==> src/ltts_pkg.sv <==
// shared constants and types of the lru timestamp tag store
package ltts_pkg;

   localparam int unsigned MAX_ENTRIES = 32;
   localparam int unsigned IDX_W       = (MAX_ENTRIES > 1) ? $clog2(MAX_ENTRIES) : 1;
   localparam int unsigned CNT_W       = $clog2(MAX_ENTRIES + 1);
   localparam int unsigned KEY_W       = 64;
   localparam int unsigned STAMP_W     = 32;
   localparam int unsigned SLOT_W      = 5;
   localparam int unsigned CAP_W       = 6;
   localparam int unsigned ACT_W       = 2;

   localparam logic [CAP_W-1:0] CAP_RESET = CAP_W'(32);

   localparam logic [ACT_W-1:0] ACT_LOOKUP = 2'd0;
   localparam logic [ACT_W-1:0] ACT_STORE  = 2'd1;
   localparam logic [ACT_W-1:0] ACT_CLEAR  = 2'd2;

   typedef struct packed {
      logic               key_we;
      logic               stamp_we;
      logic [IDX_W-1:0]   addr;
      logic [KEY_W-1:0]   key;
      logic [STAMP_W-1:0] stamp;
   } ram_wr_type;

   typedef struct packed {
      logic              valid;
      logic              hit;
      logic [SLOT_W-1:0] slot;
      logic              replaced;
   } result_type;

endpackage

==> src/ltts_if.sv <==
// request and response channel interfaces of the tag store
interface ltts_req_if;
   logic                                valid;
   logic                                ready;
   logic [ltts_pkg::ACT_W-1:0]          action;
   logic signed [ltts_pkg::KEY_W-1:0]   key;
   logic [ltts_pkg::STAMP_W-1:0]        now_ms;

   modport source (output valid, output action, output key, output now_ms, input ready);
   modport sink   (input valid, input action, input key, input now_ms, output ready);
endinterface

interface ltts_rsp_if;
   logic                          valid;
   logic                          ready;
   logic                          hit;
   logic [ltts_pkg::SLOT_W-1:0]   slot;
   logic                          replaced;

   modport source (output valid, output hit, output slot, output replaced, input ready);
   modport sink   (input valid, input hit, input slot, input replaced, output ready);
endinterface

==> src/ltts_tag_ram.sv <==
// key and timestamp memories, one write port each and a shared registered read
module ltts_tag_ram (
   input  logic                              clock,
   input  ltts_pkg::ram_wr_type              wr,
   input  logic [ltts_pkg::IDX_W-1:0]        rd_addr,
   output logic [ltts_pkg::KEY_W-1:0]        rd_key,
   output logic [ltts_pkg::STAMP_W-1:0]      rd_stamp
);

   logic [ltts_pkg::KEY_W-1:0]   key_mem   [ltts_pkg::MAX_ENTRIES];
   logic [ltts_pkg::STAMP_W-1:0] stamp_mem [ltts_pkg::MAX_ENTRIES];
   logic [ltts_pkg::KEY_W-1:0]   rd_key_ff;
   logic [ltts_pkg::STAMP_W-1:0] rd_stamp_ff;

   always_ff @(posedge clock) begin
      if (wr.key_we) begin
         key_mem[wr.addr] <= wr.key;
      end
      rd_key_ff <= key_mem[rd_addr];
   end

   always_ff @(posedge clock) begin
      if (wr.stamp_we) begin
         stamp_mem[wr.addr] <= wr.stamp;
      end
      rd_stamp_ff <= stamp_mem[rd_addr];
   end

   assign rd_key   = rd_key_ff;
   assign rd_stamp = rd_stamp_ff;

endmodule

==> src/ltts_ctrl.sv <==
// sequencer: takes a request, scans the table downward, then updates it
module ltts_ctrl (
   input  logic                             clock,
   input  logic                             reset,
   ltts_req_if.sink                         req_chan,
   input  logic [ltts_pkg::CAP_W-1:0]       capacity,
   input  logic                             out_free,
   output ltts_pkg::result_type             result,
   output ltts_pkg::ram_wr_type             ram_wr,
   output logic [ltts_pkg::IDX_W-1:0]       ram_rd_addr,
   input  logic [ltts_pkg::KEY_W-1:0]       ram_rd_key,
   input  logic [ltts_pkg::STAMP_W-1:0]     ram_rd_stamp
);

   localparam int unsigned CMP_W = ltts_pkg::CAP_W + ltts_pkg::CNT_W;

   typedef enum logic [2:0] {
      ST_IDLE = 3'b001,
      ST_SCAN = 3'b010,
      ST_DONE = 3'b100
   } state_type;

   state_type                        state_ff, state_in;
   logic [ltts_pkg::ACT_W-1:0]       act_ff, act_in;
   logic [ltts_pkg::KEY_W-1:0]       key_ff, key_in;
   logic [ltts_pkg::STAMP_W-1:0]     now_ff, now_in;
   logic [ltts_pkg::CNT_W-1:0]       cnt_ff, cnt_in;
   logic [ltts_pkg::IDX_W-1:0]       rd_idx_ff, rd_idx_in;
   logic                             issue_ff, issue_in;
   logic                             dat_vld_ff, dat_vld_in;
   logic [ltts_pkg::IDX_W-1:0]       dat_idx_ff, dat_idx_in;
   logic                             dat_last_ff, dat_last_in;
   logic                             found_ff, found_in;
   logic [ltts_pkg::IDX_W-1:0]       found_idx_ff, found_idx_in;
   logic [ltts_pkg::STAMP_W-1:0]     best_ff, best_in;
   logic [ltts_pkg::IDX_W-1:0]       victim_ff, victim_in;

   logic [ltts_pkg::CNT_W-1:0]       cnt_m1;
   logic [CMP_W-1:0]                 cap_ext;
   logic [CMP_W-1:0]                 eff_cap;
   logic                             has_room;

   assign cnt_m1      = cnt_ff - ltts_pkg::CNT_W'(1);
   assign ram_rd_addr = rd_idx_ff;
   assign req_chan.ready = (state_ff == ST_IDLE);

   // capacity of zero acts as one, above the table size it saturates
   always_comb begin
      cap_ext = CMP_W'(capacity);
      if (cap_ext == '0) begin
         eff_cap = CMP_W'(1);
      end else if (cap_ext > CMP_W'(ltts_pkg::MAX_ENTRIES)) begin
         eff_cap = CMP_W'(ltts_pkg::MAX_ENTRIES);
      end else begin
         eff_cap = cap_ext;
      end
      has_room = CMP_W'(cnt_ff) < eff_cap;
   end

   always_comb begin
      state_in     = state_ff;
      act_in       = act_ff;
      key_in       = key_ff;
      now_in       = now_ff;
      cnt_in       = cnt_ff;
      rd_idx_in    = rd_idx_ff;
      issue_in     = 1'b0;
      dat_vld_in   = 1'b0;
      dat_idx_in   = rd_idx_ff;
      dat_last_in  = 1'b0;
      found_in     = found_ff;
      found_idx_in = found_idx_ff;
      best_in      = best_ff;
      victim_in    = victim_ff;
      ram_wr       = '0;
      result       = '0;

      unique case (state_ff)
         ST_IDLE: begin
            if (req_chan.valid) begin
               act_in       = req_chan.action;
               key_in       = req_chan.key;
               now_in       = req_chan.now_ms;
               found_in     = 1'b0;
               found_idx_in = '0;
               // wraps to zero at the top of the time range, leaving slot 0
               best_in      = req_chan.now_ms + ltts_pkg::STAMP_W'(1);
               victim_in    = '0;
               rd_idx_in    = cnt_m1[ltts_pkg::IDX_W-1:0];
               if ((req_chan.action == ltts_pkg::ACT_LOOKUP ||
                    req_chan.action == ltts_pkg::ACT_STORE) && cnt_ff != '0) begin
                  state_in = ST_SCAN;
                  issue_in = 1'b1;
               end else begin
                  state_in = ST_DONE;
               end
            end
         end
         ST_SCAN: begin
            if (issue_ff) begin
               dat_vld_in  = 1'b1;
               dat_idx_in  = rd_idx_ff;
               dat_last_in = (rd_idx_ff == '0);
               issue_in    = (rd_idx_ff != '0);
               rd_idx_in   = rd_idx_ff - ltts_pkg::IDX_W'(1);
            end
            if (dat_vld_ff) begin
               // first match walking down is the highest matching index
               if (!found_ff && ram_rd_key == key_ff) begin
                  found_in     = 1'b1;
                  found_idx_in = dat_idx_ff;
               end
               // strict compare keeps ties at the higher index
               if (ram_rd_stamp < best_ff) begin
                  best_in   = ram_rd_stamp;
                  victim_in = dat_idx_ff;
               end
               if (dat_last_ff) begin
                  state_in = ST_DONE;
               end
            end
         end
         ST_DONE: begin
            if (out_free) begin
               result.valid   = 1'b1;
               ram_wr.key     = key_ff;
               ram_wr.stamp   = now_ff;
               state_in       = ST_IDLE;
               unique case (act_ff)
                  ltts_pkg::ACT_LOOKUP: begin
                     if (found_ff) begin
                        result.hit      = 1'b1;
                        result.slot     = ltts_pkg::SLOT_W'(found_idx_ff);
                        ram_wr.addr     = found_idx_ff;
                        ram_wr.stamp_we = 1'b1;
                     end
                  end
                  ltts_pkg::ACT_STORE: begin
                     ram_wr.stamp_we = 1'b1;
                     if (found_ff) begin
                        result.hit  = 1'b1;
                        result.slot = ltts_pkg::SLOT_W'(found_idx_ff);
                        ram_wr.addr = found_idx_ff;
                     end else if (has_room) begin
                        result.slot   = ltts_pkg::SLOT_W'(cnt_ff);
                        ram_wr.addr   = ltts_pkg::IDX_W'(cnt_ff);
                        ram_wr.key_we = 1'b1;
                        cnt_in        = cnt_ff + ltts_pkg::CNT_W'(1);
                     end else begin
                        result.slot     = ltts_pkg::SLOT_W'(victim_ff);
                        result.replaced = 1'b1;
                        ram_wr.addr     = victim_ff;
                        ram_wr.key_we   = 1'b1;
                     end
                  end
                  ltts_pkg::ACT_CLEAR: begin
                     cnt_in = '0;
                  end
                  default: begin
                  end
               endcase
            end
         end
         default: begin
            state_in = ST_IDLE;
         end
      endcase
   end

   always_ff @(posedge clock) begin
      if (reset) begin
         state_ff   <= ST_IDLE;
         cnt_ff     <= '0;
         issue_ff   <= 1'b0;
         dat_vld_ff <= 1'b0;
      end else begin
         state_ff   <= state_in;
         cnt_ff     <= cnt_in;
         issue_ff   <= issue_in;
         dat_vld_ff <= dat_vld_in;
      end
   end

   always_ff @(posedge clock) begin
      act_ff       <= act_in;
      key_ff       <= key_in;
      now_ff       <= now_in;
      rd_idx_ff    <= rd_idx_in;
      dat_idx_ff   <= dat_idx_in;
      dat_last_ff  <= dat_last_in;
      found_ff     <= found_in;
      found_idx_ff <= found_idx_in;
      best_ff      <= best_in;
      victim_ff    <= victim_in;
   end

endmodule

==> src/lru_timestamp_tag_store.sv <==
// top level of the lru timestamp tag store: csr, sequencer, memories, response register
//
// fully associative store of up to 32 64-bit keys with a 32-bit usage stamp each.
// req_chan carries one beat per request: action (lookup, store, clear), key, now_ms.
// rsp_chan returns exactly one beat per request: hit, slot, replaced.
// csr_we/csr_wdata write the capacity register (entries kept before replacement).
// one request is worked at a time. a lookup or store reads every valid entry
// from the highest index down, one memory read per cycle; clear and an empty
// table skip the scan. the entry count sets the scan length.
// the response sits in an output register; the next request is accepted and
// scanned while it waits, and only its final update waits for rsp_chan.ready.
// reset empties the table (entry count zero) and sets the capacity to 32;
// memory contents are not cleared and entries past the count are never read.
module lru_timestamp_tag_store (
   input  logic                         clock,
   input  logic                         reset,
   ltts_req_if.sink                     req_chan,
   ltts_rsp_if.source                   rsp_chan,
   input  logic                         csr_we,
   input  logic [ltts_pkg::CAP_W-1:0]   csr_wdata
);

   logic [ltts_pkg::CAP_W-1:0]    cap_ff, cap_in;
   logic                          rsp_valid_ff, rsp_valid_in;
   logic                          rsp_hit_ff, rsp_hit_in;
   logic [ltts_pkg::SLOT_W-1:0]   rsp_slot_ff, rsp_slot_in;
   logic                          rsp_replaced_ff, rsp_replaced_in;

   logic                          out_free;
   ltts_pkg::result_type          result;
   ltts_pkg::ram_wr_type          ram_wr;
   logic [ltts_pkg::IDX_W-1:0]    ram_rd_addr;
   logic [ltts_pkg::KEY_W-1:0]    ram_rd_key;
   logic [ltts_pkg::STAMP_W-1:0]  ram_rd_stamp;

   assign out_free = !rsp_valid_ff || rsp_chan.ready;

   ltts_ctrl u_ctrl (
      .clock        (clock),
      .reset        (reset),
      .req_chan     (req_chan),
      .capacity     (cap_ff),
      .out_free     (out_free),
      .result       (result),
      .ram_wr       (ram_wr),
      .ram_rd_addr  (ram_rd_addr),
      .ram_rd_key   (ram_rd_key),
      .ram_rd_stamp (ram_rd_stamp)
   );

   ltts_tag_ram u_tag_ram (
      .clock    (clock),
      .wr       (ram_wr),
      .rd_addr  (ram_rd_addr),
      .rd_key   (ram_rd_key),
      .rd_stamp (ram_rd_stamp)
   );

   always_comb begin
      cap_in          = csr_we ? csr_wdata : cap_ff;
      rsp_valid_in    = rsp_valid_ff;
      rsp_hit_in      = rsp_hit_ff;
      rsp_slot_in     = rsp_slot_ff;
      rsp_replaced_in = rsp_replaced_ff;
      if (result.valid) begin
         rsp_valid_in    = 1'b1;
         rsp_hit_in      = result.hit;
         rsp_slot_in     = result.slot;
         rsp_replaced_in = result.replaced;
      end else if (rsp_chan.ready) begin
         rsp_valid_in = 1'b0;
      end
   end

   always_ff @(posedge clock) begin
      if (reset) begin
         cap_ff       <= ltts_pkg::CAP_RESET;
         rsp_valid_ff <= 1'b0;
      end else begin
         cap_ff       <= cap_in;
         rsp_valid_ff <= rsp_valid_in;
      end
   end

   always_ff @(posedge clock) begin
      rsp_hit_ff      <= rsp_hit_in;
      rsp_slot_ff     <= rsp_slot_in;
      rsp_replaced_ff <= rsp_replaced_in;
   end

   assign rsp_chan.valid    = rsp_valid_ff;
   assign rsp_chan.hit      = rsp_hit_ff;
   assign rsp_chan.slot     = rsp_slot_ff;
   assign rsp_chan.replaced = rsp_replaced_ff;

endmodule

==> src/flat_wrapper.sv <==
// flat-port wrapper written by rule: the top's interface ports become plain ports
module lru_timestamp_tag_store_flat 
  (clock, reset, csr_we, csr_wdata, req_chan_valid, req_chan_action, req_chan_key, req_chan_now_ms, req_chan_ready, rsp_chan_valid, rsp_chan_hit, rsp_chan_slot, rsp_chan_replaced, rsp_chan_ready);
  ltts_req_if req_chan_i ();
  ltts_rsp_if rsp_chan_i ();
  input  logic clock;
  input  logic reset;
  input  logic csr_we;
  input  logic [ltts_pkg::CAP_W-1:0] csr_wdata;
  input wire logic [$bits(req_chan_i.valid)-1:0] req_chan_valid;
  input wire logic [$bits(req_chan_i.action)-1:0] req_chan_action;
  input wire logic [$bits(req_chan_i.key)-1:0] req_chan_key;
  input wire logic [$bits(req_chan_i.now_ms)-1:0] req_chan_now_ms;
  output wire logic [$bits(req_chan_i.ready)-1:0] req_chan_ready;
  output wire logic [$bits(rsp_chan_i.valid)-1:0] rsp_chan_valid;
  output wire logic [$bits(rsp_chan_i.hit)-1:0] rsp_chan_hit;
  output wire logic [$bits(rsp_chan_i.slot)-1:0] rsp_chan_slot;
  output wire logic [$bits(rsp_chan_i.replaced)-1:0] rsp_chan_replaced;
  input wire logic [$bits(rsp_chan_i.ready)-1:0] rsp_chan_ready;
  assign req_chan_i.valid = req_chan_valid;
  assign req_chan_i.action = req_chan_action;
  assign req_chan_i.key = req_chan_key;
  assign req_chan_i.now_ms = req_chan_now_ms;
  assign req_chan_ready = req_chan_i.ready;
  assign rsp_chan_valid = rsp_chan_i.valid;
  assign rsp_chan_hit = rsp_chan_i.hit;
  assign rsp_chan_slot = rsp_chan_i.slot;
  assign rsp_chan_replaced = rsp_chan_i.replaced;
  assign rsp_chan_i.ready = rsp_chan_ready;
  lru_timestamp_tag_store u_core (.clock(clock), .reset(reset), .req_chan(req_chan_i), .rsp_chan(rsp_chan_i), .csr_we(csr_we), .csr_wdata(csr_wdata));
endmodule
==> config.mk <==
export PLATFORM = sky130hd
export DESIGN_NAME = lru_timestamp_tag_store_flat
export DESIGN_NICKNAME = d
export VERILOG_FILES = /design/src/ltts_pkg.sv /design/src/ltts_if.sv /design/src/ltts_tag_ram.sv /design/src/ltts_ctrl.sv /design/src/lru_timestamp_tag_store.sv /design/src/flat_wrapper.sv
export SDC_FILE = /design/constraint.sdc
export NUM_CORES = 2
export LEC_CHECK = 0
export BUFFER_PORTS_ARGS = -buffer_cell sky130_fd_sc_hd__buf_4
export CORE_MARGIN = 3
export CORE_UTILIZATION = 63
export DETAILED_ROUTE_END_ITERATION = 10
export GPL_TIMING_DRIVEN = 0
export PLACE_DENSITY = 0.79
export REMOVE_ABC_BUFFERS = 1
export SLEW_MARGIN = 20
export SYNTH_ARGS = -nofsm -noshare
export SYNTH_HDL_FRONTEND = slang
export SYNTH_SLANG_ARGS = --single-unit
==> constraint.sdc <==
create_clock -name clock -period 6.8 [get_ports clock]
set_clock_uncertainty 0.1 [all_clocks]
set_input_delay 1.02 -clock clock [delete_from_list [all_inputs] [get_ports clock]]
set_output_delay 1.02 -clock clock [all_outputs]
set_load 0.01 [all_outputs]
# --- Yosys cells after proc, flatten, opt, wreduce, memory -nomap -nowiden ---
# Memory sizes are Yosys's and may differ from the RTL's. A register that Yosys moved wholly into a read port is not among the register bits.
# Index checks and enable logic that the tools add are counted.
op_classes:
  mux: 55
  n_reduce_logical: 25
  bitwise_logic: 4
  magnitude_cmp: 3
  n_eq_ne: 16
  add_sub_neg: 4
op_table:
  columns: ["operator", "count"]
  rows:
  - ["2-to-1 mux 103 bit", 2]
  - ["2-to-1 mux 32 bit", 3]
  - ["equality test 64 bit", 1]
  - ["one-hot mux 32 bit (2 select lines)", 1]
  - ["2-to-1 mux 5 bit", 9]
  - ["one-hot mux 6 bit (2 select lines)", 3]
  - ["adder 32 x 1 -> 32 bit, second input constant", 1]
  - ["< comparator 32 bit", 1]
  - ["2-to-1 mux 6 bit", 5]
  - ["one-hot mux 5 bit (2 select lines)", 3]
  - ["2-to-1 mux 1 bit", 19]
  - ["2-to-1 mux 8 bit", 2]
  - ["!= test 2 bit, second input constant", 8]
  - ["2-to-1 mux 3 bit", 5]
  - ["AND reduction 4 bit", 3]
  - ["subtractor 5 x 1 -> 5 bit, second input constant", 2]
  - ["one-hot mux 3 bit (3 select lines)", 1]
  - ["adder 6 x 1 -> 6 bit, second input constant", 1]
  - ["> comparator 6 bit, second input constant", 1]
  - ["zero test 6 bit", 1]
  - ["< comparator 6 bit", 1]
  - ["AND reduction 2 bit", 3]
  - ["nonzero test 2 bit", 3]
  - ["nonzero test 6 bit", 1]
  - ["18 further kinds", 27]
totals:
  out_inout_bits: 9
  register_bits: 177
  n_memories: 2
  ramBits: 3072
  inputBits: 109
memory_table:
  columns: ["name", "depth", "word_bits", "rd", "rd_clocked_by_memory_dff", "wr", "line", "source"]
  rows:
  - ["u_core.u_tag_ram.key_mem", 32, 64, 1, 1, 1, "ltts_tag_ram.sv:10", "logic [ltts_pkg::KEY_W-1:0] key_mem [ltts_pkg::MAX_ENTRIES];"]
  - ["u_core.u_tag_ram.stamp_mem", 32, 32, 1, 1, 1, "ltts_tag_ram.sv:11", "logic [ltts_pkg::STAMP_W-1:0] stamp_mem [ltts_pkg::MAX_ENTRIES];"]

# --- Logic depth before layout (Yosys ltp) ---
depth:
  ltp_word: 11
  depth_mapped: 12
  depth_no_buf: 11

# --- Modules after synthesis ---
# A second synthesis with hierarchy kept.
hier_totals:
  cells_unflattened: 6444
  area_unflattened_um2: 127826.3
modules_own_cells:
  columns: ["module", "instances", "seq_area_each_um2", "cells_per_inst", "area_each_um2"]
  rows:
  - ["ltts_tag_ram", 1, 94170.3, 5642, 118706.3]
  - ["ltts_ctrl", 1, 4724.5, 772, 8657.1]
  - ["lru_timestamp_tag_store", 1, 350.3, 30, 462.9]

# --- Least setup slack after synthesis ---
# Ideal clock, no wire load.
synth_path:
  path_kind: "input to register"
  start: "input port rsp_chan_ready"
  end: "memory u_core.u_tag_ram.key_mem[1][0] (netlist bit) (enable)"
  stages: 8
  n_path_buf: 1
  arrival_time_ns: 5.094
  setup_slack_ns: 1.120
  setup_time_ns: 0.487
  path_cell_list: "nor2b_1 or3_1 or2_2 clkbuf_2 o21a_1 inv_2 nand3_4 nor2_1"
synth_between:
  elab_chain_len: 5
synth_lines:
  columns: ["item", "line", "source"]
  rows:
  - ["start: declaration", "flat_wrapper.sv:19", "input wire logic [$bits(rsp_chan_i.ready)-1:0] rsp_chan_ready;"]
  - ["logical OR 1 bit *", "lru_timestamp_tag_store.sv:36", "assign out_free = !rsp_valid_ff || rsp_chan.ready;"]
  - ["2-to-1 mux 103 bit *", "ltts_ctrl.sv:124", "if (out_free) begin"]
  - ["2-to-1 mux 103 bit *", "ltts_ctrl.sv:78", "unique case (state_ff)"]
  - ["2-to-1 mux 1 bit", "ltts_tag_ram.sv:16", "if (wr.key_we) begin"]
  - ["2-to-1 mux 1 bit (implied by the code)", "ltts_tag_ram.sv:17", "key_mem[wr.addr] <= wr.key;"]
  - ["end: declaration", "ltts_tag_ram.sv:10", null]
# Every way passes the cells marked *; elsewhere a longest branch is shown, timed or not.

# --- Final worst setup path ---
layout_path:
  start: "register u_core.cap_ff[4] (netlist bit)"
  end: "memory u_core.u_tag_ram.key_mem[18][14] (netlist bit) (enable)"
layout_between:
  elab_chain_len: 9
layout_lines:
  columns: ["item", "line", "source"]
  rows:
  - ["start: declaration", "lru_timestamp_tag_store.sv:23", "logic [ltts_pkg::CAP_W-1:0] cap_ff, cap_in;"]
  - ["start signal: assignment", "lru_timestamp_tag_store.sv:77", "cap_ff <= ltts_pkg::CAP_RESET;"]
  - ["start signal: assignment", "lru_timestamp_tag_store.sv:80", "cap_ff <= cap_in;"]
  - ["> comparator 6 bit", "ltts_ctrl.sv:52", "end else if (cap_ext > CMP_W'(ltts_pkg::MAX_ENTRIES)) begin"]
  - ["2-to-1 mux 6 bit", "ltts_ctrl.sv:52", null]
  - ["2-to-1 mux 6 bit *", "ltts_ctrl.sv:50", "if (cap_ext == '0) begin"]
  - ["< comparator 6 bit *", "ltts_ctrl.sv:57", "has_room = CMP_W'(cnt_ff) < eff_cap;"]
  - ["2-to-1 mux 5 bit *", "ltts_ctrl.sv:144", "end else if (has_room) begin"]
  - ["2-to-1 mux 5 bit *", "ltts_ctrl.sv:140", "if (found_ff) begin"]
  - ["one-hot mux 6 bit (2 select lines) *", "ltts_ctrl.sv:129", "unique case (act_ff)"]
  - ["2-to-1 mux 103 bit *", "ltts_ctrl.sv:124", null]
  - ["2-to-1 mux 103 bit *", "ltts_ctrl.sv:78", null]
# Marks and branches as above.

==> flow_summary_export.csv <==
group,metric,value,unit
routing,drtIter0Drc,12900,
critical_path,crit_arrival,6150,ps
layout,drive_above_1_share,29.4,%
synthesis,synth_top_area_cell,"edfxtp_1",
synthesis,yosys_warnings,0,
critical_path,crit_chain,"nand2_1 > ha_1 > a21oi_1 > a21boi_0 > a311oi_4 > mux2i_1 > o21a_1 > nand3_4 > nor2_4 > buf_16 > buf_16 > buf_16 > buf_16",
critical_path,cp-start-kind,"register",
synthesis,synth-seq-cells,3345,
routing,firstDrtPassIters,7,
floorplan,row_count,164,
critical_path,slowest_delay,760,ps
global_route,grt-ovfl-total,0,
global_route,grt_pass1_vias,72900,
synthesis,synth.area.top_cells,"edfxtp_1, mux4_2, mux2i_1, dfxtp_1, mux2_2",
place,place_congestion,0.790,
sta,holdWs,104,ps
critical_path,endpoint_kind,"register",
synthesis,yosysTopAreaCellShare,75.8,%
synthesis,synthCells,5936,
clock_tree,hold_buffers,0,
synthesis,async_reset_ff_share,0,%
hold_path,whs_path_depth,1,
critical_path,cp_max_fo,11,
status,outcome,"finished, final reports clean",
place,io_buffers,117,
pwr,p_leak,0.0480,µW
global_route,grt_pass1_wl,559000,µm
clock_tree,cts_resized,0,
sta,max_slew_margin,18.5,%
synthesis,ys_seq_area_share,77.7,%
synthesis,synth_area,128000,µm²
synthesis,synth_cell_types,65,
floorplan,pin_count,118,
sta,timing.fmax,179,MHz
critical_path,cp.required,7350,ps
layout,layout_commonest_cell,"edfxtp_1",
clock_tree,cts-root-buf,"clkbuf_16",
place,dp_cells,8866,
pwr,vdd_ir_drop_max,0.000305,V
floorplan,die_area,208000,µm²
global_route,groute.usage.overall,38.7,%
routing,vias,72100,
global_route,grt_start_max_net_pins,56,
floorplan,start_util,63.7,%
clock_tree,clock_sinks,3345,
global_route,antenna_found_initial,18,
sta,hold_viol,0,
floorplan,coreArea,201000,µm²
job,cap_violations,0,
synthesis,synth.avg_cell_area,21.5,µm²
place,dp_hpwl,228000,µm
clock_tree,post_cts_buffers,0,
sta,slew_viol_final,0,
sta,worst_pin_slew,1220,ps
sta,fin_crit_sh,82.3,%
floorplan,die_y,456,µm
sta,setup_viol,0,
synthesis,synth_edf_count,3225,
sta,rsz0062_at_grt,"no",
sta,period_needed,5600,ps
hold_path,hp-class,"in -> reg",
layout,final_nets,6697,
layout,final_util,75.5,%
routing,ant_nets,0,
clock_tree,clk_path_buf_depth,4,
routing,drc,0,
routing,wire_per_inst,42.2,µm
clock_tree,clkSlewWorstSetupHoldPaths,60,ps
clock_tree,cts_tree,"built",
pwr,finalPower,42400,µW
synthesis,synthFlopType,"edfxtp_1",
critical_path,path_class,"reg -> reg",
layout,areaGrowthSynthToFinish,18.6,%
layout,fin_cells,9465,
clock_tree,cts_buffers,333,
critical_path,slowest_stage,"a311oi_4",
routing,vias_per_cell,7.62,
critical_path,path_common_cell,"buf_16",
floorplan,fp.dieW,456,µm
layout,mostFrequentLayoutCells,"edfxtp_1, mux4_2, clkbuf_16",
pwr,p_per_area,280,nW/µm²
routing,drt-total-wl,399000,µm
clock_tree,htreeDepth,5,
critical_path,r2r_cells,13,
clock_tree,clk-insertion-delay-late,1000,ps
-- report_power, final --
| part | switching, µW | total [µW] | internal (µW) |
|---|---|---|---|
| clock network | 7880 | 18300 | 10400 |
| registers | 125 | 22800 | 22700 |
| logic | 883 | 1380 | 494 |
| total | 8890 | 42400 | 33500 |
-- sequential cells by signal, summed over array words and instances, names as in the netlist, 2 cells and up --
signal / count
u_core.u_ctrl.act_ff: 2
u_core.u_ctrl.now_ff: 32
u_core.u_ctrl.found_idx_ff: 5
u_core.u_tag_ram.key_mem: 2048
u_core.u_tag_ram.rd_stamp: 32
u_core.u_ctrl.key_ff: 64
u_core.u_ctrl.dat_idx_ff: 5
u_core.rsp_chan.slot: 5
u_core.u_ctrl.victim_ff: 5
u_core.u_ctrl.best_ff: 32
u_core.u_ctrl.state_ff: 3
u_core.cap_ff: 6
u_core.u_ctrl.cnt_ff: 6
u_core.u_tag_ram.stamp_mem: 1024
u_core.u_ctrl.ram_rd_addr: 5
u_core.u_tag_ram.rd_key: 64
-- cell families (layout without fill, tap and decap cells) --
| group | count (synthesis) | count (layout) | share of synthesized area [%] |
|---|---|---|---|
| AO/OA/AOI/OAI | 485 | 485 | 2.70 |
| adder cells (fa/ha/maj) | 40 | 40 | 0.392 |
| other | 0 | 9 | 0 |
| multiplexers | 1151 | 1151 | 15.7 |
| XOR/XNOR | 80 | 80 | 0.548 |
| flip-flops | 3345 | 3345 | 77.7 |
| buffers and inverters | 373 | 1237 | 1.18 |
| AND/OR/NAND/NOR | 462 | 462 | 1.81 |
-- final cells by class --
type | instances | area, µm²
inverter | 65 | 259
multi-input combinational | 2218 | 27600
timing repair buffer | 585 | 10600
clock buffer | 442 | 9130
fill | 9439 | 49100
tap | 2656 | 3320
clock inverter | 145 | 1370
sequential | 3345 | 99200
antenna | 9 | 22.5
-- routing by layer --
metal	share of wire [%]	GRT usage (%)	routed length, µm	vias up
li1	-	-	-	26000
met3	14	12.6	55500	2145
met1	31	47.3	122000	36200
met2	46	58.6	185000	7718
met5	0.040	0.115	158	-
met4	9.1	28.0	36400	22
-- cells in the mapped netlist, drive strengths merged, types with 7 or more instances --
| cell type | number |
|---|---|
| clkbuf | 173 |
| xor2 | 26 |
| o221ai | 56 |
| dfxtp | 120 |
| nor4 | 12 |
| and3 | 15 |
| nor2b | 8 |
| and2 | 89 |
| o21ai | 45 |
| nand2b | 7 |
| buf | 135 |
| xnor2 | 54 |
| a21oi | 93 |
| nand4 | 25 |
| a21o | 7 |
| a211oi | 58 |
| or3 | 9 |
| mux2 | 175 |
| inv | 62 |
| nor3 | 14 |
| ha | 40 |
| nor2 | 103 |
| a221o | 23 |
| a221oi | 72 |
| nand3 | 28 |
| edfxtp | 3225 |
| mux2i | 310 |
| mux4 | 666 |
| nand2 | 143 |
| o22ai | 97 |
-- path summary, 6_finish.rpt --
check                                                           start                                    endpoint  slack (ps)
worst min register to register  u_core.u_tag_ram.rd_stamp[15]$_DFF_P_         u_core.u_ctrl.best_ff[15]$_DFFE_PP_         460
worst max-delay path                    u_core.cap_ff[4]$_SDFFE_PP0P_  u_core.u_tag_ram.key_mem[18][14]$_DFFE_PP_        1200
worst min-delay path                                  req_chan_key[1]           u_core.u_ctrl.key_ff[1]$_DFFE_PP_         100
worst max register to register          u_core.cap_ff[4]$_SDFFE_PP0P_  u_core.u_tag_ram.key_mem[18][14]$_DFFE_PP_        1200
-- metrics by stage --
stage	setup TNS, ps	setup slack, ps	area [µm²]
6_report	0	1200	152000
5_1_grt	0	1320	152000
4_1_cts	0	1520	152000
3_5_place_dp	0	1630	141000
3_3_place_gp	-	-52710	131000
2_1_floorplan	-2974770	-29690	127000
-- worst max-delay path, delay by kind of cell (launching register included) --
kind	cells	cell delay (ps)
multiplexers	1	500
AO/OA/AOI/OAI	4	1860
buffers and inverters	4	810
AND/OR/NAND/NOR	3	1100
adder cells (fa/ha/maj)	1	350
flip-flops	1	520
No activity file was read; power rests on OpenSTA's default activity.
